File: config.mk
export PLATFORM = sky130hd
export DESIGN_NAME = tcw_ctrl
export DESIGN_NICKNAME = d
export VERILOG_FILES = /design/src/hw/rtl/tcw_pkg.sv /design/src/hw/rtl/tcw_ctrl.sv
export SDC_FILE = /design/constraint.sdc
export NUM_CORES = 1
export LEC_CHECK = 0
export ABC_AREA = 1
export BUFFER_PORTS_ARGS = -buffer_cell sky130_fd_sc_hd__buf_2
export CAP_MARGIN = 15
export CORE_ASPECT_RATIO = 0.9
export CORE_MARGIN = 4
export CORE_UTILIZATION = 30
export CTS_CLUSTER_DIAMETER = 50
export DETAILED_ROUTE_END_ITERATION = 6
export HOLD_SLACK_MARGIN = 0.12
export SYNTH_ARGS = -nofsm -noshare
export SYNTH_HDL_FRONTEND = slang
export SYNTH_SLANG_ARGS = --single-unit
File: constraint.sdc
create_clock -name clk_i -period 5.7 [get_ports clk_i]
set_input_delay 0 -clock clk_i [delete_from_list [all_inputs] [get_ports clk_i]]
set_output_delay 0 -clock clk_i [all_outputs]
set_load 0.05 [all_outputs]
File: src/hw/rtl/tcw_pkg.sv
// Shared widths, reset constants and the result word type of the text console writer.
package tcw_pkg;

  localparam int ColW  = 7;
  localparam int RowW  = 5;
  localparam int CellW = 16;
  localparam int AttrW = 8;

  localparam logic [AttrW-1:0] AttrReset = 8'h0F;
  localparam logic [7:0]       SpaceCode = 8'h20;

  typedef struct packed {
    logic            scrolled;
    logic [RowW-1:0] row;
    logic [ColW-1:0] col;
    logic [CellW-1:0] cell_value;
  } res_t;

endpackage

File: src/hw/rtl/tcw_ctrl.sv
// Sequencer that moves the cursor, writes and reads cells, and clears rows of the screen.
module tcw_ctrl #(
  parameter int Cols    = 80,
  parameter int Rows    = 25,
  parameter int TabStop = 8,
  parameter int AddrW   = $clog2(Rows) + tcw_pkg::ColW
) (
  input  logic                      clk_i,
  input  logic                      rst_ni,
  input  logic [tcw_pkg::AttrW-1:0] attr_i,
  input  logic                      in_valid_i,
  output logic                      in_ready_o,
  input  logic                      opcode_i,
  input  logic [7:0]                char_code_i,
  input  logic [tcw_pkg::RowW-1:0]  read_row_i,
  input  logic [tcw_pkg::ColW-1:0]  read_col_i,
  input  logic                      slot_free_i,
  output logic                      mem_we_o,
  output logic [AddrW-1:0]          mem_waddr_o,
  output logic [tcw_pkg::CellW-1:0] mem_wdata_o,
  output logic [AddrW-1:0]          mem_raddr_o,
  input  logic [tcw_pkg::CellW-1:0] mem_rdata_i,
  output logic                      res_valid_o,
  output tcw_pkg::res_t             res_o
);
  import tcw_pkg::*;

  localparam int RW = $clog2(Rows);
  localparam int PW = $clog2(TabStop);

  localparam logic [7:0] ChBackspace = 8'd8;
  localparam logic [7:0] ChTab       = 8'd9;
  localparam logic [7:0] ChNewline   = 8'd10;
  localparam logic [7:0] ChReturn    = 8'd13;

  typedef enum logic [4:0] {
    ST_CLEAR  = 5'b00001,
    ST_IDLE   = 5'b00010,
    ST_READ   = 5'b00100,
    ST_SCROLL = 5'b01000,
    ST_DONE   = 5'b10000
  } state_e;

  state_e          state_q, state_d;
  logic [ColW-1:0] col_q, col_d;
  logic [RowW-1:0] row_q, row_d;
  logic [PW-1:0]   phase_q, phase_d;
  logic [RowW-1:0] top_q, top_d;
  logic [RowW-1:0] clr_row_q, clr_row_d;
  logic [ColW-1:0] clr_col_q, clr_col_d;
  res_t            res_q, res_d;

  logic            accept;
  logic            new_line;
  logic            in_range;
  logic [7:0]      col_inc;
  logic [7:0]      tab_stop;
  logic [RW-1:0]   prow_cur;
  logic [RW-1:0]   prow_rd;

  // Logical rows are stored in a ring; top_q is the physical row shown at the top.
  function automatic logic [RW-1:0] phys_row(input logic [RowW-1:0] lrow,
                                             input logic [RowW-1:0] top);
    logic [RowW:0] sum;
    sum = {1'b0, lrow} + {1'b0, top};
    if (sum >= (RowW+1)'(Rows)) begin
      sum = sum - (RowW+1)'(Rows);
    end
    return sum[RW-1:0];
  endfunction

  assign accept   = in_valid_i && in_ready_o;
  assign in_ready_o = (state_q == ST_IDLE) && slot_free_i;
  assign prow_cur = phys_row(row_q, top_q);
  assign prow_rd  = phys_row(read_row_i, top_q);
  assign in_range = ({1'b0, read_row_i} < (RowW+1)'(Rows)) &&
                    ({1'b0, read_col_i} < (ColW+1)'(Cols));
  assign col_inc  = {1'b0, col_q} + 8'd1;
  assign tab_stop = {1'b0, col_q} + 8'(TabStop) - 8'(phase_q);
  assign mem_raddr_o = {prow_rd, read_col_i};

  always_comb begin
    state_d     = state_q;
    col_d       = col_q;
    row_d       = row_q;
    phase_d     = phase_q;
    top_d       = top_q;
    clr_row_d   = clr_row_q;
    clr_col_d   = clr_col_q;
    res_d       = res_q;
    new_line    = 1'b0;
    mem_we_o    = 1'b0;
    mem_waddr_o = {clr_row_q[RW-1:0], clr_col_q};
    mem_wdata_o = {attr_i, SpaceCode};
    res_valid_o = 1'b0;
    res_o       = res_q;

    case (state_q)
      ST_CLEAR: begin
        mem_we_o    = 1'b1;
        mem_wdata_o = {AttrReset, SpaceCode};
        if (clr_col_q == ColW'(Cols - 1)) begin
          clr_col_d = '0;
          if (clr_row_q == RowW'(Rows - 1)) begin
            state_d = ST_IDLE;
          end else begin
            clr_row_d = clr_row_q + 1'b1;
          end
        end else begin
          clr_col_d = clr_col_q + 1'b1;
        end
      end

      ST_IDLE: begin
        if (accept) begin
          res_d.cell_value = '0;
          res_d.scrolled   = 1'b0;
          state_d          = ST_DONE;
          if (opcode_i) begin
            if (in_range) begin
              state_d = ST_READ;
            end
          end else begin
            case (char_code_i)
              ChBackspace: begin
                if (col_q != '0) begin
                  col_d   = col_q - 1'b1;
                  phase_d = (phase_q == '0) ? PW'(TabStop - 1) : phase_q - 1'b1;
                end
              end
              ChTab: begin
                if (tab_stop >= 8'(Cols)) begin
                  new_line = 1'b1;
                end else begin
                  col_d   = tab_stop[ColW-1:0];
                  phase_d = '0;
                end
              end
              ChNewline: begin
                new_line = 1'b1;
              end
              ChReturn: begin
                col_d   = '0;
                phase_d = '0;
              end
              default: begin
                mem_we_o         = 1'b1;
                mem_waddr_o      = {prow_cur, col_q};
                mem_wdata_o      = {attr_i, char_code_i};
                res_d.cell_value = {attr_i, char_code_i};
                if (col_inc >= 8'(Cols)) begin
                  new_line = 1'b1;
                end else begin
                  col_d   = col_inc[ColW-1:0];
                  phase_d = (phase_q == PW'(TabStop - 1)) ? '0 : phase_q + 1'b1;
                end
              end
            endcase
            if (new_line) begin
              col_d   = '0;
              phase_d = '0;
              if ({1'b0, row_q} + 1'b1 < (RowW+1)'(Rows)) begin
                row_d = row_q + 1'b1;
              end else begin
                top_d          = (top_q == RowW'(Rows - 1)) ? '0 : top_q + 1'b1;
                clr_row_d      = top_q;
                clr_col_d      = '0;
                res_d.scrolled = 1'b1;
                state_d        = ST_SCROLL;
              end
            end
          end
          res_d.col = col_d;
          res_d.row = row_d;
        end
      end

      ST_READ: begin
        res_valid_o      = 1'b1;
        res_o.cell_value = mem_rdata_i;
        state_d          = ST_IDLE;
      end

      ST_SCROLL: begin
        mem_we_o = 1'b1;
        if (clr_col_q == ColW'(Cols - 1)) begin
          state_d = ST_DONE;
        end else begin
          clr_col_d = clr_col_q + 1'b1;
        end
      end

      ST_DONE: begin
        res_valid_o = 1'b1;
        state_d     = ST_IDLE;
      end

      default: begin
        state_d = ST_IDLE;
      end
    endcase
  end

  always_ff @(posedge clk_i or negedge rst_ni) begin
    if (!rst_ni) begin
      state_q   <= ST_CLEAR;
      col_q     <= '0;
      row_q     <= '0;
      phase_q   <= '0;
      top_q     <= '0;
      clr_row_q <= '0;
      clr_col_q <= '0;
    end else begin
      state_q   <= state_d;
      col_q     <= col_d;
      row_q     <= row_d;
      phase_q   <= phase_d;
      top_q     <= top_d;
      clr_row_q <= clr_row_d;
      clr_col_q <= clr_col_d;
    end
  end

  always_ff @(posedge clk_i) begin
    res_q <= res_d;
  end

endmodule
Yosys cells after proc, flatten, opt, wreduce, memory -nomap -nowiden
Index checks and enable logic that the tools add are counted.

cells by class
  $add $sub $neg = 15
  magnitude comparators = 7
  equal/unequal tests = 26
  multiplexer cells = 63
  bitwise operators = 3
  reductions and logical operators = 19

operators by type and width
  operator                                                            count
  2-to-1 mux 5 bit                                                    20
  2-to-1 mux 7 bit                                                    11
  2-to-1 mux 12 bit                                                   4
  == test 8 x 4 -> 1 bit (second input constant)                      4
  case mux 16 bit (2 select lines)                                    1
  case mux 7 bit (4 select lines)                                     1
  2-to-1 mux 8 bit                                                    3
  case mux 7 bit (3 select lines)                                     1
  2-to-1 mux 3 bit                                                    6
  inequality test 2 bit (second input constant)                       9
  greater-or-equal comparator 8 x 7 -> 1 bit (second input constant)  2
  2-to-1 mux 16 bit                                                   1
  adder 5 x 1 -> 5 bit (second input constant)                        3
  == test 5 bit (second input constant)                               3
  case mux 5 bit (3 select lines)                                     1
  AND reduction 7 bit                                                 2
  adder 5 x 5 -> 6 bit                                                2
  greater-or-equal comparator 6 x 5 -> 1 bit (second input constant)  2
  case mux 3 bit (4 select lines)                                     1
  2-to-1 mux 1 bit                                                    10
  case mux 5 bit (2 select lines)                                     1
  subtractor 5 bit (second input constant)                            2
  adder 7 x 1 -> 8 bit (second input constant)                        1
  adder 7 x 4 -> 8 bit (second input constant)                        1
  other kinds (33)                                                    41

word-level totals
  register bits after elaboration = 66
  input port bits = 49
  output and inout port bits = 72
  word-level logic and storage cells = 144

Logic depth before layout (Yosys ltp)
  word-level depth = 12
  mapped depth = 24
  depth with buffers taken out = 22

Worst setup path before layout
No wires, ideal clock.

  path type = register to register
  start point = register col_q[0]
  end point = register res_q, in the netlist res_o[23] (data pin)
  library setup time = 0.255 ns
  data arrival time = 2.695 ns
  required time = 5.445 ns
  setup slack = 2.751 ns
  cell stages (with the launch flop) = 22
  buffers on the path = 2
  period minus slack after synthesis = 2.949 ns
  cells stage by stage = dfrtp_1 > clkbuf_1 > inv_1 > ha_1 > inv_1 > ha_1 > inv_1 > fa_1 > inv_1 > nand2_1 > nand3_1 > nand2_1 > nand2_1 > nand2_1 > nand2_1 > nand2_2 > nand2_2 > nand3_4 > buf_6 > nand3_2 > nand2_1 > and2_1

between the ends
  word-level cells in the longest chain between the ends = 10
  elaborated cells on any way between the ends = 13
  classes of those cells = 3 x add/sub; 2 x order compare; 8 x mux

ends and longest elaborated chain
  what                                        RTL line         source
  from (decl)                                 tcw_ctrl.sv:45   logic [ColW-1:0] col_q, col_d;
  from (signal assigned)                      tcw_ctrl.sv:215  col_q <= col_d;
  adder 7 x 4 -> 8 bit                        tcw_ctrl.sv:79   assign tab_stop = {1'b0, col_q} + 8'(TabStop) - 8'(phase_q);
  subtractor 8 x 3 -> 8 bit                   tcw_ctrl.sv:79
  greater-or-equal comparator 8 x 7 -> 1 bit  tcw_ctrl.sv:132  if (tab_stop >= 8'(Cols)) begin
  2-to-1 mux 1 bit                            tcw_ctrl.sv:132
  case mux 1 bit (3 select lines) (*)         tcw_ctrl.sv:124  case (char_code_i)
  2-to-1 mux 1 bit (*)                        tcw_ctrl.sv:119  if (opcode_i) begin
  2-to-1 mux 1 bit (*)                        tcw_ctrl.sv:115  if (accept) begin
  2-to-1 mux 1 bit (*)                        tcw_ctrl.sv:98   case (state_q)
  2-to-1 mux 5 bit (*)                        tcw_ctrl.sv:159  if (new_line) begin
  2-to-1 mux 5 bit (*)                        tcw_ctrl.sv:119
  to (signal assigned)                        tcw_ctrl.sv:225  res_q <= res_d;
  to (decl)                                   tcw_ctrl.sv:51   res_t res_q, res_d;

Every way passes the cells marked *; elsewhere a longest branch is shown, timed or not. The select of a mux whose other input is x is not followed.
A chain may end at the register's enable or synchronous reset.

Worst setup path after layout
  start point = register state_q[2]
  end point = output port mem_waddr_o[0]

between the ends
  word-level cells in the longest chain between the ends = 5

ends and longest elaborated chain
  what                        RTL line                        source
  from (decl)                 tcw_ctrl.sv:44                  state_e state_q, state_d;
  from (signal assigned)      tcw_ctrl.sv:214                 state_q <= state_d;
  == test 5 x 2 -> 1 bit (*)  tcw_ctrl.sv:73, tcw_ctrl.sv:98
  logical AND 1 bit           tcw_ctrl.sv:73                  assign in_ready_o = (state_q == ST_IDLE) && slot_free_i;
  logical AND 1 bit           tcw_ctrl.sv:72                  assign accept = in_valid_i && in_ready_o;
  2-to-1 mux 12 bit           tcw_ctrl.sv:115
  2-to-1 mux 12 bit (*)       tcw_ctrl.sv:98
  to (decl)                   tcw_ctrl.sv:19                  output logic [AddrW-1:0] mem_waddr_o,

Every way passes the cells marked *; elsewhere a longest branch is shown, timed or not.

==> reports/qor.txt <==
outcome -> complete, no violations
Mapped Area -> 5580 sq um
final std cells w/o fill -> 1095
PortBufs -> 112
Worst VDD drop -> 0.000201 V
ANT cells -> 0
Root Buffer -> clkbuf_16
Flop pwr share -> 27.9%
DRT antenna net count -> 0
mux contribution to synthesized area -> 3.41%
leak pwr -> 3.28 nW
Switch Pwr -> 0.00129 W
Yosys top cell area share -> 16.2%
Setup Buffers After CTS -> 0
Nets -> 934
area delta synth->final -> 20.8%
Post-Synth Simple-Gate Area -> 29.2%
Async S/R FF share, synth -> 56.1%
Placement Rows -> 47
synth cell count leaders -> 159 x nand2_1, 92 x inv_1, 60 x nand3_1
Worst Skew -> 5.17 ps
Sink Count -> 66
Routed WL -> 15.3 mm
first-pass GRT wire length -> 24.2 mm
ranking of synthesized cells by area -> dfrtp_1 16%, edfxtp_1 16%, nand2_1 11%
post-synth cell types -> 46
clk buf depth -> 2
endpoint class of the critical path -> output pin
yosys synthesis warning count -> 0
Post-synth EDFFs -> 29
clock latency on the worst-skew pair -> 330 ps
Min Clock Period, post-route -> 3560 ps
# Max-Cap Violations -> 0
switching share of power -> 48.5%
Fillers -> 1939
CP Launch Type -> flip-flop
die height -> 137 um
# hold bufs at CTS -> 26
hold path cells -> 2
post-CTS resize count -> 0
Starting Density -> 30.4%
largest net degree at the start of global routing -> 43
DRC Markers -> 0
RSZ-0062 raised after global routing -> false
f_max -> 0.281 GHz
WS Path Type -> flip-flop to output pin
io pins -> 121
part of the power in the clock network -> 21.0%
final setup fails -> 0
Slew @ Worst Pin -> 961 ps
CP arrival -> 3560 ps
Die Width -> 152 um
first-pass detailed-route iteration total -> 5
XOR/XNOR Fraction of Synth Area -> 3.93%
gpl congestion -> 0.902
max-slew violations -> 0
top_reg_cell synth -> dfrtp_1
DR iter-0 viols -> 352
H-tree depth -> 3
Synth Area per Inst -> 7.61 sq um
CP Max Fanout -> 20
CTS buffer count -> 9
Cells after Synth -> 733
wire per inst -> 13.9 um
top-count cell post-synth -> nand2_1
placed cells -> 1053
Tot Pwr -> 0.00267 W
setup_tns -> 0 ps
clk slew on worst S/H paths -> 60 ps
sequential-to-total area share from yosys stat -> 32.2%
CP required -> 5700 ps
routed vias -> 5140
PD cells -> 396 nW/um^2
vias in the first global route -> 4852
Yosys reg bits -> 66
Slew HR -> 35.8%
Synth Net Count -> 822
share of cells above drive strength 1 -> 22.9%
area leader, netlist -> dfrtp_1
Hold Crit Class -> primary input to flip-flop
placeable core region -> 18300 sq um
HPWL Detailed -> 11.4 mm
Comb power frac -> 51.2%
Hold Fails Final Rpt -> 0
largest family of logic cells by synthesized area -> simple AND/OR/NAND/NOR gates
antenna violations before repair -> 0
final worst path period share -> 62.4%
worst r2r path cells -> 20
die area -> 20800 sq um
worst hold slack -> 143 ps
via/cell ratio -> 4.69
P_int -> 0.00137 W
fraction of the mapped netlist area in adder cells -> 9.38%
grt ovf -> 0
CTS tree -> built
gr usage total -> 14.5%
Synth Area in Compound Gates -> 10.0%
==> stage by stage <==
stage,util (%),area [sq um],setup WS (ps)
finish,36.7,6740,2140
CTS,36.7,6740,2090
global route,36.7,6740,1880
global placement,33.7,6180,2480
detailed placement,33.7,6180,2410
floorplan,-,5580,2750
==> flip-flops by register name, summed over array words and instances (netlist names) <==
name       count
clr_col_q      7
res_o         13
res_q         16
clr_row_q      5
col_q          7
row_q          5
phase_q        3
state_q        5
top_q          5
==> layer usage <==
metal	part of all wire [%]	global-route usage (%)
met5	0	0
met4	1.1	3.14
met3	7.1	2.99
met2	44	22.7
met1	48	20.7
==> critical path: stages, from the launching register on <==
cell and delay (ps):
dfrtp_1 420, inv_2 60, nand2_1 90, inv_2 80
nand4_4 180, nor2_4 140, nand2_1 310, nor2_2 230
inv_2 110, nor2_2 610, inv_2 330, o21ai_1 340
buf_2 330
==> kinds of logic (layout without fill, tap and decap cells) <==
group                      after synthesis  count (layout)
AOI/OAI and AO/OA                      102             102
xor gates and xnor gates                25              25
adders and majority gates               40              40
buffers and inverters                  143             260
DFF                                     66              66
muxes                                   17              17
and+or+nand+nor                        340             340
==> worst paths after layout <==
path	start	to	slack [ps]
worst max register to register	col_q[0]	clr_col_q[3]	2370
worst max-delay path	state_q[2]	mem_waddr_o[0]	2140
worst min-delay path	opcode_i	res_q[4]	140
max in group asynchronous	rst_ni	clr_col_q[3]	4760
min in group asynchronous	rst_ni	top_q[1]	350
worst min register to register	phase_q[1]	phase_q[1]	530
==> area by class of cell <==
type                            count  area [sq um]  share of cell area (%)
Clock buffer                       10           229                    3.40
Inverter                          106           398                    5.90
Clock inverter                      6          66.3                   0.984
Tap cell                          245           307                    4.55
Multi-Input combinational cell    524          3120                    46.3
Sequential cell                    66          1800                    26.7
Timing Repair Buffer              138           821                    12.2
==> cell usage in the layout, fill, tap and decap left out, drive strengths merged, types with 10 or more instances in the layout <==
| cell | netlist | routed |
|---|---|---|
| dfrtp | 36 | 36 |
| nor2 | 63 | 63 |
| nand4 | 19 | 19 |
| nor3 | 10 | 10 |
| dlygate4sd3 | 0 | 26 |
| xor2 | 19 | 19 |
| ha | 37 | 37 |
| buf | 31 | 112 |
| nand3 | 66 | 66 |
| mux2 | 16 | 16 |
| a21oi | 18 | 18 |
| nand2 | 171 | 171 |
| clkbuf | 6 | 10 |
| edfxtp | 29 | 29 |
| inv | 105 | 106 |
| o21ai | 69 | 69 |
==> power groups by stage <==
| stage | clock network, W | logic [W] | registers, W |
|---|---|---|---|
| after floorplan | 0 | 0.00112 | 0.000687 |
| after global placement | 0 | 0.00132 | 0.000749 |
| after detailed placement | 0 | 0.00134 | 0.000749 |
| after CTS | 0.000572 | 0.00136 | 0.000740 |
| after global routing | 0.000589 | 0.00154 | 0.000755 |
| final | 0.000559 | 0.00136 | 0.000742 |
No activity file was read; power rests on OpenSTA's default activity.
